`config.mk`:
```
export PLATFORM = sky130hd
export DESIGN_NAME = ssr_ram
export DESIGN_NICKNAME = d
export VERILOG_FILES = /design/src/sv/ssr_ram.sv
export SDC_FILE = /design/constraint.sdc
export NUM_CORES = 1
export LEC_CHECK = 0
export BUFFER_PORTS_ARGS = -buffer_cell sky130_fd_sc_hd__buf_2
export CAP_MARGIN = 10
export CORE_MARGIN = 5
export CORE_UTILIZATION = 39
export CTS_CLUSTER_SIZE = 20
export DETAILED_ROUTE_END_ITERATION = 10
export SETUP_SLACK_MARGIN = 0.02
export SYNTH_ARGS = -nofsm -noshare
export SYNTH_HDL_FRONTEND = slang
export SYNTH_SLANG_ARGS = --single-unit
```
`constraint.sdc`:
```
create_clock -name aclk -period 2.85 [get_ports aclk]
set_input_delay 0.57 -clock aclk [delete_from_list [all_inputs] [get_ports aclk]]
set_output_delay 0.57 -clock aclk [all_outputs]
set_load 0.01 [all_outputs]
```
`src/sv/ssr_ram.sv`:
```
// Generic simple dual-port RAM: one write port, one read port, registered read.
// No dependencies.
`timescale 1ns / 1ps

module ssr_ram #(
    parameter int WIDTH = 8,
    parameter int DEPTH = 16
) (
    input  logic                     aclk,
    input  logic                     we,
    input  logic [$clog2(DEPTH)-1:0] waddr,
    input  logic [WIDTH-1:0]         wdata,
    input  logic [$clog2(DEPTH)-1:0] raddr,
    output logic [WIDTH-1:0]         rdata
);

    bit   [WIDTH-1:0] mem_reg [DEPTH];
    logic [WIDTH-1:0] rdata_reg;

    always_ff @(posedge aclk) begin
        if (we) begin
            mem_reg[waddr] <= wdata;
        end
        rdata_reg <= mem_reg[raddr];
    end

    assign rdata = rdata_reg;

endmodule

```
==> flow_metrics.env <==
export IMPL_status="completed"
export IMPL_powerDensity_mw_per_mm2=731
export IMPL_cts_setup_buffers=0
export IMPL_startpoint_type="input pin"
export IMPL_cts_tree="done"
export IMPL_finalCriticalPeriod_ns=1.68
export IMPL_ir_drop_uv=377
export IMPL_synth_cell_area_mm2=0.00515
export IMPL_ioPinCount=26
export IMPL_postSynth_asyncResetShare_pct=0
export IMPL_critPathMaxStageDelay_ns=0.52
export IMPL_fin_nets=299
export IMPL_die_w_um=125
export IMPL_crit_buf_inv=1
export IMPL_cts_repair_resized=0
export IMPL_drtIter0Drc=148
export IMPL_h_tree_depth=4
export IMPL_grt_max_degree=33
export IMPL_final_cell_area_mm2=0.00611
export IMPL_yosys_area_top_type="edfxtp_1"
export IMPL_clk_pin_slew_ns=0.06
export IMPL_rsz0062_at_grt="no"
export IMPL_cts_root_buf="clkbuf_16"
export IMPL_p_leak_uw=0.00205
export IMPL_synthTopCellsByCount="128 x edfxtp_1, 18 x mux4_2, 16 x a22oi_1"
export IMPL_grt_ovfl_total=0
export IMPL_ff_latch_area_mm2=0.00400
export IMPL_via_per_inst=5.03
export IMPL_fin_skew_ns=0.00794
export IMPL_final_layout_size_suffix_gt1_share_pct=31.0
export IMPL_postSynthCellCount=229
export IMPL_synth_ff_latch_count=136
export IMPL_clk_latency_ns=0.41
export IMPL_yosysMostFrequentCell="edfxtp_1"
export IMPL_syn_avg_cell_area_um2=22.5
export IMPL_first_pass_iters=4
export IMPL_maxSlewViolCount=0
export IMPL_grt_use_total_pct=13.0
export IMPL_drc=0
export IMPL_crit_start="waddr[2]"
export IMPL_holdCritPathClass="input pin to flip-flop"
export IMPL_cts_max_path_buffers=2
export IMPL_placed_area_mm2=0.00555
export IMPL_hold_viol_final=0
export IMPL_tightestPinTransition_ns=0.728
export IMPL_cp_arrival_ns=1.72
export IMPL_synth_area_leaders="edfxtp_1 75%, mux4_2 7.9%, mux4_1 7.1%"
export IMPL_hold_start="wdata[2]"
export IMPL_antenna_found_initial=0
export IMPL_synth_nets=247
export IMPL_worstPathMaxFanout=8
export IMPL_relSlewSlack_pct=51.3
export IMPL_crit_path_top_delay_cell="nor2_1"
export IMPL_gp_congestion=0.704
export IMPL_grt_pass1_wl_um=15100
export IMPL_start_util_pct=39.3
export IMPL_die_area_mm2=0.0156
export IMPL_hold_buffers=0
export IMPL_clock_sinks=136
export IMPL_antennaDiodeCount=0
export IMPL_path_delay_family="simple AND/OR/NAND/NOR gates"
export IMPL_largest_reg_flops=128
export IMPL_port_buffers=25
export IMPL_period_share_pct=59.1
export IMPL_yosysSeqAreaShare_pct=77.8
export IMPL_cap_violations=0
export IMPL_synth_cell_types=19
export IMPL_post_dp_hpwl_um=6000
export IMPL_setup_violations_final=0
export IMPL_yosys_most_used_dff="edfxtp_1"
export IMPL_area_growth_syn_to_layout_pct=18.7
export IMPL_critPathKind="input pin to flip-flop"
export IMPL_grt_pass1_vias=2480
export IMPL_fmax_ghz=0.594
export IMPL_n_fill_cell=1047
export IMPL_drt_wl_total_um=9560
export IMPL_routedWlPerCell_um=20.3
export IMPL_num_rows=42
export IMPL_fin_tns_setup_ns=0
export IMPL_coreArea_mm2=0.0131
export IMPL_multi_input_area_mm2=0.00106
export IMPL_die_y_um=125
export IMPL_synth_warnings=0
export IMPL_cp_required_ns=2.88
export IMPL_numCtsBuffers=17
export IMPL_antenna_left=0
export IMPL_synth_top_area_share_pct=74.7
export IMPL_vias=2364
export IMPL_path_cells="buf_2 > or3b_2 > nor2_1"
export IMPL_cp_end_kind="flip-flop"
export IMPL_r2r_start="mem_reg[9][2]"
export IMPL_synth_edf_count=128
report_power, final:
group	internal [uW]	switching [uW]
combinational	87.8	118
clock	1210	803
sequential	2240	11.3
total	3530	932
logic make-up after synthesis:
logic type,after synthesis,synth area share (%)
flip-flops,136,77.8
AND/OR/NAND/NOR,35,3.18
AO/OA/AOI/OAI,16,2.33
buffers and inverters,10,1.68
multiplexers,32,15.0
worst reg2reg max path, stage by stage (launching register included):
cell      delay (ns)
edfxtp_1        0.34
mux4_1          0.50
a22oi_1         0.31
nand2_1         0.08
per-layer routing:
metal / GRT usage [%] / part of all wire, % / wire length, um / vias up
met2: 20.6 / 50 / 4770 / 52
met1: 17.7 / 45 / 4270 / 1228
met4: 4.78 / 0.56 / 54 / 0
met3: 3.22 / 4.9 / 468 / 2
li1: - / - / - / 1082
met5: 0 / 0 / 0 / -
layout by cell type (no fill, tap or decap):
| cell type | synthesis | final |
|---|---|---|
| a22oi_1 | 16 | 16 |
| and2_1 | 1 | 1 |
| and2b_1 | 1 | 1 |
| buf_12 | 0 | 1 |
| buf_2 | 3 | 25 |
| buf_4 | 1 | 17 |
| bufinv_16 | 0 | 1 |
| clkbuf_1 | 0 | 3 |
| clkbuf_16 | 0 | 17 |
| clkinv_4 | 0 | 3 |
| clkinvlp_4 | 0 | 5 |
| dfxtp_1 | 8 | 8 |
| edfxtp_1 | 128 | 128 |
| inv_6 | 0 | 3 |
| mux4_1 | 14 | 14 |
| mux4_2 | 18 | 18 |
| nand2_1 | 9 | 9 |
| nand2b_1 | 2 | 2 |
| nand3_1 | 1 | 1 |
| nand3b_1 | 2 | 2 |
| nor2_1 | 13 | 13 |
| nor2b_1 | 1 | 1 |
| nor3_1 | 4 | 4 |
| or3b_2 | 1 | 1 |
worst paths after layout:
kind                            slack [ns]  depth (start not counted)            end
worst max-delay path                  1.17                          3  mem_reg[1][7]
worst min-delay path                  0.55                          1  mem_reg[5][2]
worst max register to register        1.49                          3       rdata[2]
worst min register to register        0.68                          3       rdata[3]
stage by stage:
stage / util, % / cells / setup WS [ns] / total power [uW] / hold slack (ns)
after floorplan: - / 229 / 0.787 / 2410 / 0.629
after global placement: 42.4 / 438 / 0.727 / 2500 / 0.663
after detailed placement: 42.4 / 438 / 0.718 / 2500 / 0.666
after CTS: 46.7 / 470 / 1.14 / 4500 / 0.539
after global routing: 46.7 / 470 / 1.09 / 4620 / 0.543
final: 46.7 / 470 / 1.17 / 4470 / 0.546
final cells by class:
type                            count  area share (%)
Clock buffer                       20            7.15
Clock inverter                     12            1.97
Sequential cell                   136            65.5
Timing Repair Buffer               43            4.46
Tap cell                          176            3.60
Multi-Input combinational cell     83            17.3
No activity file was read; power rests on OpenSTA's default activity.
